## src/rtl/jsu_pkg.sv

```systemverilog
// Package for the JSON string unescape block: types, character codes and helpers.
`default_nettype none
package jsu_pkg;

	// Decoder mode
	typedef enum logic [1:0] {
		MODE_IDLE = 2'd0,
		MODE_BODY = 2'd1,
		MODE_ESC  = 2'd2,
		MODE_HEX  = 2'd3
	} mode_t;

	// Character codes
	localparam logic [7:0] CH_NUL    = 8'h00;
	localparam logic [7:0] CH_BSLASH = 8'h5C;
	localparam logic [7:0] CH_N      = 8'h6E;
	localparam logic [7:0] CH_T      = 8'h74;
	localparam logic [7:0] CH_R      = 8'h72;
	localparam logic [7:0] CH_B      = 8'h62;
	localparam logic [7:0] CH_F      = 8'h66;
	localparam logic [7:0] CH_U      = 8'h75;
	localparam logic [7:0] CTL_LF    = 8'h0A;
	localparam logic [7:0] CTL_TAB   = 8'h09;
	localparam logic [7:0] CTL_CR    = 8'h0D;
	localparam logic [7:0] CTL_BS    = 8'h08;
	localparam logic [7:0] CTL_FF    = 8'h0C;

	// UTF-8 encoding constants
	localparam logic [7:0]  UTF8_LEAD2  = 8'hC0;
	localparam logic [7:0]  UTF8_LEAD3  = 8'hE0;
	localparam logic [7:0]  UTF8_CONT   = 8'h80;
	localparam logic [15:0] UTF8_LIM1   = 16'h0080;
	localparam logic [15:0] UTF8_LIM2   = 16'h0800;
	localparam logic [1:0]  HEX_LAST    = 2'd3;

	// Burst queue geometry
	localparam int QPTR_W  = 1;
	localparam int QDEPTH  = 1 << QPTR_W;
	localparam int QCNT_W  = QPTR_W + 1;

	// Results of one input byte: up to four data bytes, then an optional close
	typedef struct packed {
		logic [3:0][7:0] data;
		logic [2:0]      ndata;
		logic            close;
	} burst_t;

	// Hex digit decode: {valid, nibble}
	function automatic logic [4:0] hex_nibble(input logic [7:0] b);
		logic [4:0] r;
		begin
			r = 5'd0;
			if (b >= 8'h30 && b <= 8'h39) begin
				r = {1'b1, 4'(b - 8'h30)};
			end else if (b >= 8'h61 && b <= 8'h66) begin
				r = {1'b1, 4'(b - 8'h57)};
			end else if (b >= 8'h41 && b <= 8'h46) begin
				r = {1'b1, 4'(b - 8'h37)};
			end
			return r;
		end
	endfunction

	// Encode a code point as one to three UTF-8 bytes
	function automatic burst_t utf8_burst(input logic [15:0] code);
		burst_t r;
		begin
			r = '0;
			if (code < UTF8_LIM1) begin
				r.data[0] = code[7:0];
				r.ndata   = 3'd1;
			end else if (code < UTF8_LIM2) begin
				r.data[0] = UTF8_LEAD2 | {3'b000, code[10:6]};
				r.data[1] = UTF8_CONT | {2'b00, code[5:0]};
				r.ndata   = 3'd2;
			end else begin
				r.data[0] = UTF8_LEAD3 | {4'b0000, code[15:12]};
				r.data[1] = UTF8_CONT | {2'b00, code[11:6]};
				r.data[2] = UTF8_CONT | {2'b00, code[5:0]};
				r.ndata   = 3'd3;
			end
			return r;
		end
	endfunction

endpackage
`default_nettype wire

```

## src/rtl/jsu_in_if.sv

```systemverilog
// Text byte channel: valid/ready handshake carrying one input byte.
`default_nettype none
interface jsu_in_if;
	logic       valid;
	logic       ready;
	logic [7:0] text_byte;

	modport source(output valid, output text_byte, input ready);
	modport sink(input valid, input text_byte, output ready);
endinterface
`default_nettype wire

```

## src/rtl/jsu_out_if.sv

```systemverilog
// Result channel: valid/ready handshake carrying one decoded byte and flags.
`default_nettype none
interface jsu_out_if;
	logic       valid;
	logic       ready;
	logic [7:0] out_byte;
	logic       string_end;
	logic       last;

	modport source(output valid, output out_byte, output string_end, output last, input ready);
	modport sink(input valid, input out_byte, input string_end, input last, output ready);
endinterface
`default_nettype wire

```

## src/rtl/jsu_front.sv

```systemverilog
// Front end: accepts text bytes, tracks the string mode and builds result bursts.
`default_nettype none
module jsu_front (
	input  wire logic           clk,
	input  wire logic           arst_n,
	jsu_in_if.sink              text,
	input  wire logic           q_full,
	output logic                push,
	output jsu_pkg::burst_t     burst
);

	jsu_pkg::mode_t mode_q, mode_d;
	logic [7:0]     delim_q, delim_d;
	logic [15:0]    hex_code_q, hex_code_d;
	logic [1:0]     hex_count_q, hex_count_d;

	logic [7:0]     b;
	logic           acc;
	logic [4:0]     hx;
	logic           is_hex;
	logic [15:0]    code_next;
	logic           is_close;
	logic           is_bslash;
	jsu_pkg::burst_t br;

	// Classify the incoming byte
	assign text.ready = !q_full;
	assign acc        = text.valid && text.ready;
	assign b          = text.text_byte;
	assign hx         = jsu_pkg::hex_nibble(b);
	assign is_hex     = hx[4];
	assign code_next  = {hex_code_q[11:0], hx[3:0]};
	assign is_close   = (b == jsu_pkg::CH_NUL) || (b == delim_q);
	assign is_bslash  = (b == jsu_pkg::CH_BSLASH);

	// Next state
	always_comb begin
		mode_d      = mode_q;
		delim_d     = delim_q;
		hex_code_d  = hex_code_q;
		hex_count_d = hex_count_q;
		if (acc) begin
			unique case (mode_q)
				jsu_pkg::MODE_IDLE: begin
					if (b != jsu_pkg::CH_NUL) begin
						delim_d = b;
						mode_d  = jsu_pkg::MODE_BODY;
					end
				end
				jsu_pkg::MODE_BODY: begin
					if (is_close) begin
						mode_d = jsu_pkg::MODE_IDLE;
					end else if (is_bslash) begin
						mode_d = jsu_pkg::MODE_ESC;
					end
				end
				jsu_pkg::MODE_ESC: begin
					if (b == jsu_pkg::CH_NUL) begin
						mode_d = jsu_pkg::MODE_IDLE;
					end else if (b == jsu_pkg::CH_U) begin
						mode_d      = jsu_pkg::MODE_HEX;
						hex_code_d  = '0;
						hex_count_d = '0;
					end else begin
						mode_d = jsu_pkg::MODE_BODY;
					end
				end
				jsu_pkg::MODE_HEX: begin
					if (is_hex && hex_count_q != jsu_pkg::HEX_LAST) begin
						hex_code_d  = code_next;
						hex_count_d = 2'(hex_count_q + 2'd1);
					end else begin
						hex_code_d  = '0;
						hex_count_d = '0;
						if (is_hex) begin
							mode_d = jsu_pkg::MODE_BODY;
						end else if (is_close) begin
							mode_d = jsu_pkg::MODE_IDLE;
						end else if (is_bslash) begin
							mode_d = jsu_pkg::MODE_ESC;
						end else begin
							mode_d = jsu_pkg::MODE_BODY;
						end
					end
				end
				default: mode_d = jsu_pkg::MODE_IDLE;
			endcase
		end
	end

	// Burst contents for the byte at the input
	always_comb begin
		br = '0;
		unique case (mode_q)
			jsu_pkg::MODE_IDLE: br = '0;
			jsu_pkg::MODE_BODY: begin
				if (is_close) begin
					br.close = 1'b1;
				end else if (!is_bslash) begin
					br.data[0] = b;
					br.ndata   = 3'd1;
				end
			end
			jsu_pkg::MODE_ESC: begin
				br.ndata = 3'd1;
				unique case (b)
					jsu_pkg::CH_NUL: begin
						br.data[0] = jsu_pkg::CH_BSLASH;
						br.close   = 1'b1;
					end
					jsu_pkg::CH_N: br.data[0] = jsu_pkg::CTL_LF;
					jsu_pkg::CH_T: br.data[0] = jsu_pkg::CTL_TAB;
					jsu_pkg::CH_R: br.data[0] = jsu_pkg::CTL_CR;
					jsu_pkg::CH_B: br.data[0] = jsu_pkg::CTL_BS;
					jsu_pkg::CH_F: br.data[0] = jsu_pkg::CTL_FF;
					jsu_pkg::CH_U: br.ndata   = 3'd0;
					default:       br.data[0] = b;
				endcase
			end
			jsu_pkg::MODE_HEX: begin
				if (is_hex) begin
					if (hex_count_q == jsu_pkg::HEX_LAST) begin
						br = jsu_pkg::utf8_burst(code_next);
					end
				end else begin
					// Short escape: flush the code point, then treat the byte as body
					br = jsu_pkg::utf8_burst(hex_code_q);
					if (is_close) begin
						br.close = 1'b1;
					end else if (!is_bslash) begin
						br.data[br.ndata[1:0]] = b;
						br.ndata               = 3'(br.ndata + 3'd1);
					end
				end
			end
			default: br = '0;
		endcase
	end

	assign burst = br;
	assign push  = acc && ((br.ndata != 3'd0) || br.close);

	// Hold decoder state
	always_ff @(posedge clk or negedge arst_n) begin
		if (!arst_n) begin
			mode_q      <= jsu_pkg::MODE_IDLE;
			delim_q     <= '0;
			hex_code_q  <= '0;
			hex_count_q <= '0;
		end else begin
			mode_q      <= mode_d;
			delim_q     <= delim_d;
			hex_code_q  <= hex_code_d;
			hex_count_q <= hex_count_d;
		end
	end

endmodule
`default_nettype wire

```

## src/rtl/jsu_queue.sv

```systemverilog
// Short queue of result bursts between the front end and the back end.
`default_nettype none
module jsu_queue (
	input  wire logic                 clk,
	input  wire logic                 arst_n,
	input  wire logic                 push,
	input  wire jsu_pkg::burst_t      push_data,
	input  wire logic                 pop,
	output logic                      full,
	output logic                      empty,
	output jsu_pkg::burst_t           head
);

	jsu_pkg::burst_t                    entries_q [jsu_pkg::QDEPTH];
	logic [jsu_pkg::QPTR_W-1:0]         wr_ptr_q;
	logic [jsu_pkg::QPTR_W-1:0]         rd_ptr_q;
	logic [jsu_pkg::QCNT_W-1:0]         count_q;

	assign full  = (count_q == jsu_pkg::QCNT_W'(jsu_pkg::QDEPTH));
	assign empty = (count_q == '0);
	assign head  = entries_q[rd_ptr_q];

	// Store a request
	always_ff @(posedge clk) begin
		if (push) begin
			entries_q[wr_ptr_q] <= push_data;
		end
	end

	// Advance pointers and fill count
	always_ff @(posedge clk or negedge arst_n) begin
		if (!arst_n) begin
			wr_ptr_q <= '0;
			rd_ptr_q <= '0;
			count_q  <= '0;
		end else begin
			if (push) begin
				wr_ptr_q <= jsu_pkg::QPTR_W'(wr_ptr_q + 1'b1);
			end
			if (pop) begin
				rd_ptr_q <= jsu_pkg::QPTR_W'(rd_ptr_q + 1'b1);
			end
			if (push && !pop) begin
				count_q <= jsu_pkg::QCNT_W'(count_q + 1'b1);
			end else if (pop && !push) begin
				count_q <= jsu_pkg::QCNT_W'(count_q - 1'b1);
			end
		end
	end

endmodule
`default_nettype wire

```

## src/rtl/jsu_back.sv

```systemverilog
// Back end: walks the burst at the queue head and emits one result per cycle while the receiver is ready.
`default_nettype none
module jsu_back (
	input  wire logic             clk,
	input  wire logic             arst_n,
	input  wire logic             empty,
	input  wire jsu_pkg::burst_t  head,
	output logic                  pop,
	jsu_out_if.source             result
);

	logic [1:0] idx_q;
	logic [2:0] total;
	logic       is_data;
	logic       is_last;

	// Select the result at the current position of the burst
	assign total   = 3'(head.ndata + {2'b00, head.close});
	assign is_data = ({1'b0, idx_q} < head.ndata);
	assign is_last = (3'({1'b0, idx_q} + 3'd1) == total);

	assign result.valid      = !empty;
	assign result.out_byte   = is_data ? head.data[idx_q] : 8'h00;
	assign result.string_end = !is_data;
	assign result.last       = is_last;

	assign pop = result.valid && result.ready && is_last;

	// Advance within the burst, restart on pop
	always_ff @(posedge clk or negedge arst_n) begin
		if (!arst_n) begin
			idx_q <= '0;
		end else if (pop) begin
			idx_q <= '0;
		end else if (result.valid && result.ready) begin
			idx_q <= 2'(idx_q + 2'd1);
		end
	end

endmodule
`default_nettype wire

```

## src/rtl/json_string_unescape_utf8_core.sv

```systemverilog
// JSON string unescape core: decodes a quoted string byte by byte to UTF-8 bytes.
//
// Channels: text carries one input byte per request (text_byte, 0 = end of text);
// result carries one decoded byte per request with string_end and last flags.
// The first nonzero byte seen while idle is taken as the closing delimiter.
// The results of a byte are registered in the queue before the result channel
// offers them. Throughput: one text byte per cycle while the receiver is ready and
// each byte yields at most one result; a byte yielding several results (up to four,
// from a u escape) holds the result channel, one result per cycle while ready.
// The front end decodes combinationally and writes each byte's results as one
// burst into a two-entry queue; the back end drains it one result per ready cycle.
// text.ready drops only when the queue is full, so a stalled receiver backs up
// at most two bytes of work before input is held off; nothing is lost.
// Reset (arst_n low) empties the queue and returns the decoder to idle.
`default_nettype none
module json_string_unescape_utf8_core (
	input  wire logic clk,
	input  wire logic arst_n,
	jsu_in_if.sink    text,
	jsu_out_if.source result
);

	logic            push;
	logic            pop;
	logic            q_full;
	logic            q_empty;
	jsu_pkg::burst_t burst;
	jsu_pkg::burst_t head;

	jsu_front u_front (
		.clk    (clk),
		.arst_n (arst_n),
		.text   (text),
		.q_full (q_full),
		.push   (push),
		.burst  (burst)
	);

	jsu_queue u_queue (
		.clk       (clk),
		.arst_n    (arst_n),
		.push      (push),
		.push_data (burst),
		.pop       (pop),
		.full      (q_full),
		.empty     (q_empty),
		.head      (head)
	);

	jsu_back u_back (
		.clk    (clk),
		.arst_n (arst_n),
		.empty  (q_empty),
		.head   (head),
		.pop    (pop),
		.result (result)
	);

endmodule
`default_nettype wire

```

## src/flat_wrapper.sv

```systemverilog
// flat-port wrapper written by rule: the top's interface ports become plain ports
module json_string_unescape_utf8_core_flat 
  (clk, arst_n, text_valid, text_text_byte, text_ready, result_valid, result_out_byte, result_string_end, result_last, result_ready);
  jsu_in_if text_i ();
  jsu_out_if result_i ();
  input  wire logic clk;
  input  wire logic arst_n;
  input wire logic [$bits(text_i.valid)-1:0] text_valid;
  input wire logic [$bits(text_i.text_byte)-1:0] text_text_byte;
  output wire logic [$bits(text_i.ready)-1:0] text_ready;
  output wire logic [$bits(result_i.valid)-1:0] result_valid;
  output wire logic [$bits(result_i.out_byte)-1:0] result_out_byte;
  output wire logic [$bits(result_i.string_end)-1:0] result_string_end;
  output wire logic [$bits(result_i.last)-1:0] result_last;
  input wire logic [$bits(result_i.ready)-1:0] result_ready;
  assign text_i.valid = text_valid;
  assign text_i.text_byte = text_text_byte;
  assign text_ready = text_i.ready;
  assign result_valid = result_i.valid;
  assign result_out_byte = result_i.out_byte;
  assign result_string_end = result_i.string_end;
  assign result_last = result_i.last;
  assign result_i.ready = result_ready;
  json_string_unescape_utf8_core u_core (.clk(clk), .arst_n(arst_n), .text(text_i), .result(result_i));
endmodule
```

## config.mk

```make
export PLATFORM = sky130hd
export DESIGN_NAME = json_string_unescape_utf8_core_flat
export DESIGN_NICKNAME = d
export VERILOG_FILES = /design/src/rtl/jsu_pkg.sv /design/src/rtl/jsu_in_if.sv /design/src/rtl/jsu_out_if.sv /design/src/rtl/jsu_front.sv /design/src/rtl/jsu_queue.sv /design/src/rtl/jsu_back.sv /design/src/rtl/json_string_unescape_utf8_core.sv /design/src/flat_wrapper.sv
export SDC_FILE = /design/constraint.sdc
export NUM_CORES = 1
export LEC_CHECK = 0
export BUFFER_PORTS_ARGS = -buffer_cell sky130_fd_sc_hd__buf_2
export CAP_MARGIN = 40
export CORE_UTILIZATION = 40
export DETAILED_ROUTE_END_ITERATION = 16
export PLACE_DENSITY = 0.64
export SLEW_MARGIN = 40
export SYNTH_ARGS = -nofsm -noshare
export SYNTH_HDL_FRONTEND = slang
export SYNTH_HIERARCHICAL = 1
export SYNTH_SLANG_ARGS = --single-unit
```

## constraint.sdc

```tcl
create_clock -name clk -period 6.4 [get_ports clk]
set_input_delay 0.32 -clock clk [delete_from_list [all_inputs] [get_ports clk]]
set_output_delay 0.32 -clock clk [all_outputs]
set_load 0.02 [all_outputs]
```

==> results of run 1 <==
[worst max path at each step]
stage	slack (ns)	to	from	depth (start not counted)
2_1_floorplan	1.90	u_core/u_queue/entries_q[0][0]	text_text_byte[0]	11
3_3_place_gp	2.54	u_core/u_queue/entries_q[0][14]	text_text_byte[1]	11
3_5_place_dp	2.65	u_core/u_queue/entries_q[0][14]	text_text_byte[1]	12
4_1_cts	2.83	u_core/u_queue/entries_q[0][23]	u_core/u_front/hex_code_q[12]	8
5_1_grt	2.54	u_core/u_queue/entries_q[0][20]	u_core/u_front/hex_code_q[12]	8
6_report	2.78	u_core/u_queue/entries_q[0][14]	u_core/u_front/hex_code_q[12]	8
[report_power, final]
group | total, uW | internal [uW] | switching (uW)
sequential | 994 | 899 | 94.3
clock | 615 | 353 | 262
combinational | 951 | 462 | 490
[per-stage QoR]
| stage | hold WS, ns | area [um^2] | power [uW] |
|---|---|---|---|
| after floorplan | 0.0244 | 6280 | 1770 |
| after global placement | 0.433 | 6460 | 1930 |
| after detailed placement | 0.449 | 6490 | 1970 |
| after CTS | 0.0661 | 6830 | 2590 |
| after global routing | 0.317 | 6840 | 2700 |
| final | 0.296 | 6840 | 2560 |
[tightest hold or removal path, delay by kind of cell]
| family | cells | cell delay [ns] |
|---|---|---|
| compound gates | 1 | 0.05 |
| buf+inv | 1 | 0.08 |
| simple gates | 2 | 0.16 |
[layout by cell type, fill, tap and decap left out, types with 8 or more instances in the layout]
master     instances
edfxtp_1          72
nand2_1           63
dfrtp_1           33
mux2_4            29
nand3_1           26
a21oi_1           25
nor2_1            24
buf_2             22
o21ai_0           22
mux2_2            16
xor2_1            13
inv_1             12
ha_1              11
nor4_1            10
nor3_1            10
clkbuf_16          9
and2_1             9
a21boi_1           8
o31ai_1            8
a31oi_1            8
[synthesized netlist by cell type (9+ instances only)]
cell type  number
edfxtp_1       72
mux2_4         29
o21ai_0        22
mux2_2         16
nor2_1         24
clkbuf_1       19
and2_1          9
a21oi_1        25
xor2_1         13
buf_2          12
nor4_1         10
nand2_1        63
inv_1          12
nand3_1        26
dfrtp_1        34
nor3_1         10
ha_1           11
[what timing repair did]
action | 4_1_cts | 5_1_grt
endpoints found under the setup margin | 0 | 0
endpoints found under the hold margin | 0 | 34
resized for setup | 0 | 0
hold buffers | 0 | 1
[final cells by class]
type / count / share of cell area (%)
Sequential cell: 106 / 44.0
Timing Repair Buffer: 31 / 2.93
Clock buffer: 10 / 3.35
Inverter: 14 / 0.768
Tap cell: 211 / 3.86
Multi-Input combinational cell: 396 / 43.5
Clock inverter: 6 / 1.57
[metal layers]
| layer | GRT usage [%] | wire [um] | vias to the layer above |
|---|---|---|---|
| met5 | 0 | 0 | - |
| met4 | 10.1 | 500 | 0 |
| met3 | 2.55 | 888 | 43 |
| met2 | 30.4 | 7190 | 217 |
| met1 | 27.1 | 6790 | 2265 |
| li1 | - | - | 2093 |
[registers in the layout (all words and copies together) (netlist names)]
name,cells
u_core/u_queue/wr_ptr_q,1
u_core/u_front/hex_count_q,2
u_core/u_queue/entries_q,72
u_core/u_front/delim_q,8
u_core/u_queue/rd_ptr_q,1
u_core/u_front/hex_code_q,16
u_core/u_back/idx_q,2
u_core/u_front/mode_q,2
u_core/u_queue/count_q,2
[kinds of logic after synthesis]
family | count (synthesis) | share of synthesized area, %
XOR/XNOR | 16 | 2.47
adder cells (fa/ha/maj) | 11 | 2.19
buffers and inverters | 54 | 4.84
multiplexers | 53 | 12.8
flip-flops | 106 | 48.0
AND/OR/NAND/NOR | 189 | 16.1
AO/OA/AOI/OAI | 127 | 13.6
==> results.json, run 1 <==
{
  "antenna_found_initial": 0,
  "die_area_um2": 16200,
  "layout.area.seq_um2": 3010,
  "ios": 24,
  "status": "finished clean",
  "avgSynthCellArea_um2": 11.3,
  "fmax_mhz": 276,
  "syn_nets": 579,
  "wirelength_um": 15400,
  "critPathTopFamily": "simple AND/OR/NAND/NOR gates",
  "crit_type": "register to register",
  "drc": 0,
  "cellPowerDensity_nw_per_um2": 374,
  "drv_slew": 0,
  "grt.total_usage_pct": 19.6,
  "crit_path_max_incr_delay_ns": 0.67,
  "dp_slack_ns": 2.65,
  "async_flop_share_pct": 32.1,
  "netlist_top_cells_area": "edfxtp_1 (34%), dfrtp_1 (14%), mux2_4 (6.9%)",
  "clk-insertion-delay-late_ns": 0.35,
  "max_cap_violations": 0,
  "rows": 45,
  "nFillCells": 1389,
  "core_area_um2": 15300,
  "cellLeakagePower_uw": 0.00267,
  "skew_ns": 0.00598,
  "synth_top_cell_area_share_pct": 34.4,
  "hold_path.startpoint": "result_ready",
  "routabilityCongestion": 1.03,
  "critPathMaxFanout": 20,
  "cts_setup_buffers": 0,
  "nets": 581,
  "reg2reg_depth": 8,
  "grt_max_degree": 38,
  "synth_ff_type": "edfxtp_1",
  "fin_ws_ns": 2.78,
  "syn_area_um2": 6280,
  "io_buffers": 23,
  "clk_path_buf_depth": 2,
  "drtAntennaViolNets": 0,
  "grt_pass1_wl_um": 24000,
  "start_kind": "register",
  "period_share_pct": 56.6,
  "num_vias": 4618,
  "cts.reportedPaths.clkPinSlew_ns": 0.07,
  "fp.dieW_um": 127,
  "crit_slowest_cell": "or4_1",
  "placed_cells": 757,
  "ff2ff_setup_slack_ns": 2.78,
  "finalHoldViolations": 0,
  "max_slew_margin_pct": 50.4,
  "tns_ns": 0,
  "firstDrtPassIters": 5,
  "synth_cells": 556,
  "yosys_warnings": 6,
  "initial_core_util_pct": 41.1,
  "setup-violations-final": 0,
  "cts_inserted_buffers": 9,
  "overflow": 0,
  "fin_util_pct": 44.8,
  "ys_seq_area_share_pct": 48.0,
  "fin_crit_ns": 3.62,
  "stdcell_count": 774,
  "vdd_drop_max_v": 0.000161,
  "multi_input_comb_area_um2": 2980,
  "crit_chain": "or4_1, nor2_4, nand2_1, and4_1, o31ai_2, o31a_1, nor2b_4, buf_16",
  "htree_levels": 3,
  "cts_tree": "built",
  "synth-seq-cells": 106,
  "tightest_slew_ns": 0.745,
  "crit_buf_inv": 1,
  "root_buffer": "clkbuf_16",
  "drt-vias-per-instance": 5.97,
  "min_path_type": "input port to register",
  "hold_depth": 4,
  "syn_to_final_growth_pct": 8.99,
  "die_h_um": 127,
  "numClockSinks": 106,
  "required_ns": 6.46,
  "holdPathEnd": "u_core/u_back/idx_q[1]",
  "r2r-start": "u_core/u_front/hex_code_q[12]",
  "post_synth_num_cell_types": 79,
  "critPathCaptureType": "register",
  "yosys.area.top_type": "edfxtp_1",
  "grt_pass1_vias": 4290,
  "reg2reg_to": "u_core/u_queue/entries_q[0][14]",
  "synth_edf_count": 72,
  "crit_arrival_ns": 3.69,
  "drt-initial-drc-count": 549,
  "dpl.hpwl_um": 10900,
  "drive_gt1_share_pct": 21.1,
  "wire_per_inst_um": 19.9,
  "rsz0062_at_grt": "false",
  "diodes": 0
}
Power figures use the tool's default switching activity.
==> run 2: changes to the inputs <==
- PLACE_DENSITY: 0.64 -> 0.66
- clock period: 6.4 -> 3.1 ns (I/O delays scaled with it)
==> results.json, run 2 (synthesized netlist as in run 1, its figures left out) <==
{
  "cts_setup_buffers": 0,
  "antenna_found_initial": 0,
  "placed_cells": 791,
  "critPathMaxFanout": 36,
  "reg2reg_depth": 8,
  "tightest_slew_ns": 0.713,
  "drt-initial-drc-count": 605,
  "crit_arrival_ns": 2.96,
  "drc": 0,
  "initial_core_util_pct": 41.1,
  "cts_tree": "built",
  "drt-vias-per-instance": 5.83,
  "clk_path_buf_depth": 2,
  "fin_crit_ns": 2.92,
  "diodes": 0,
  "ff2ff_setup_slack_ns": 0.18,
  "grt_pass1_vias": 4581,
  "p_sw_uw": 1770,
  "min_path_type": "input port to register",
  "drive_gt1_share_pct": 26.8,
  "rows": 45,
  "critPathCaptureType": "register",
  "fp.dieW_um": 127,
  "fmax_mhz": 343,
  "max_cap_violations": 0,
  "setup-violations-final": 0,
  "cts-hold-fix-buffers": 1,
  "overflow": 0,
  "drtAntennaViolNets": 0,
  "hold_path.startpoint": "result_ready",
  "core_area_um2": 15300,
  "grt.total_usage_pct": 21.1,
  "cts_inserted_buffers": 9,
  "grt_max_degree": 37,
  "crit_type": "register to register",
  "num_vias": 4714,
  "die_area_um2": 16200,
  "intPower_uw": 3420,
  "finalHoldViolations": 0,
  "stdcell_count": 808,
  "grt_use_met3_pct": 4.10,
  "reg2reg_to": "u_core/u_queue/entries_q[1][13]",
  "tns_ns": 0,
  "dpl.hpwl_um": 11900,
  "start_kind": "register",
  "cts_resized": 0,
  "final_cell_mix": "edfxtp_1 (72), nand2_1 (63), buf_4 (40)",
  "skew_ns": 0.0128,
  "vdd_drop_max_v": 0.000300,
  "period_share_pct": 94.2,
  "rsz0062_at_grt": "false",
  "p_sw_share_pct": 34.1,
  "pwr-share-clk_pct": 21.8,
  "final_common_cell": "edfxtp_1",
  "busiest_layer": "met2",
  "numClockSinks": 106,
  "htree_levels": 3,
  "cellLeakagePower_uw": 0.00282,
  "clk-insertion-delay-late_ns": 0.36,
  "firstDrtPassIters": 5,
  "hold_depth": 4,
  "holdPathEnd": "u_core/u_back/idx_q[1]",
  "syn_to_final_growth_pct": 12.9,
  "wire_per_inst_um": 20.3,
  "top_register": "u_core/u_queue/entries_q",
  "max_slew_margin_pct": 52.0,
  "r2r-start": "u_core/u_front/hex_code_q[12]",
  "status": "finished clean",
  "routabilityCongestion": 0.974,
  "wirelength_um": 16400,
  "cts.reportedPaths.clkPinSlew_ns": 0.07,
  "required_ns": 3.15,
  "io_buffers": 23,
  "nets": 615,
  "largest_reg_flops": 72,
  "met2_usage_pct": 33.5,
  "drv_slew": 0,
  "cellPowerDensity_nw_per_um2": 733,
  "p_seq_share_pct": 38.4,
  "gr-usage-met1_pct": 28.9,
  "ios": 24,
  "root_buffer": "clkbuf_16",
  "top_regs": "u_core/u_queue/entries_q x72, u_core/u_front/hex_code_q x16, u_core/u_front/delim_q x8",
  "die_h_um": 127,
  "grt_pass1_wl_um": 25500,
  "power_frac_comb_pct": 39.8
}
[run 2: cell count changes in the layout (fill, tap and decap cells not counted), moves of 2 or more]
cell and delta:
buf_12 +2, bufinv_16 -2, inv_1 -2, nor3_2 +2, buf_4 +33
[run 2: metal layers]
metal	vias up	share of wire, %
met5	-	0
met1	2320	45
li1	2165	-
met3	41	6.2
met2	188	46
met4	0	2.6
[run 2: area by class of cell]
cell class,count,area [um^2]
Multi-Input combinational cell,396,3000
Clock buffer,9,225
Tap cell,211,264
Timing Repair Buffer,65,460
Sequential cell,106,3010
Clock inverter,7,71.3
Inverter,14,55.1
Fill cell,1387,8170
[run 2: how the worst max path moves through the flow]
stage,from,endpoint,slack (ns),depth (start not counted)
floorplan,text_text_byte[0],u_core/u_queue/entries_q[0][0],0.03,11
global placement,text_text_byte[0],u_core/u_queue/entries_q[0][17],0.27,11
detailed placement,text_text_byte[0],u_core/u_queue/entries_q[1][15],0.20,11
CTS,u_core/u_front/hex_code_q[12],u_core/u_queue/entries_q[1][23],0.19,8
global route,u_core/u_front/hex_code_q[12],u_core/u_queue/entries_q[0][12],0.04,8
finish,u_core/u_front/hex_code_q[12],u_core/u_queue/entries_q[1][13],0.18,8
[run 2: metrics by stage]
stage | worst slack (ns) | instance area [um^2] | util, % | hold WS [ns] | power [uW]
3_5_place_dp | 0.202 | 6780 | 44.4 | 0.292 | 4110
4_1_cts | 0.192 | 7080 | 46.4 | 0.125 | 5240
5_1_grt | 0.0379 | 7090 | 46.4 | 0.149 | 5490
2_1_floorplan | 0.0348 | 6320 | - | -0.141 | 3660
6_report | 0.181 | 7090 | 46.4 | 0.129 | 5200
3_3_place_gp | 0.269 | 6780 | 44.4 | 0.271 | 4070
[run 2: worst max-delay path: stages, from the launching register on]
cell and delay (ns):
dfrtp_1 0.43, or4_1 0.68, nor2_4 0.13, nand2_1 0.15, and4_1 0.25, o31ai_2 0.26
o31a_1 0.27, and2_2 0.19, buf_12 0.22
[run 2: power groups by stage]
stage                     registers (uW)  logic (uW)  clock network (uW)
final                               2000        2070                1130
after global routing                2030        2250                1210
after CTS                           2000        2090                1150
after detailed placement            2030        2080                   0
after global placement              2010        2050                   0
after floorplan                     1980        1680                   0
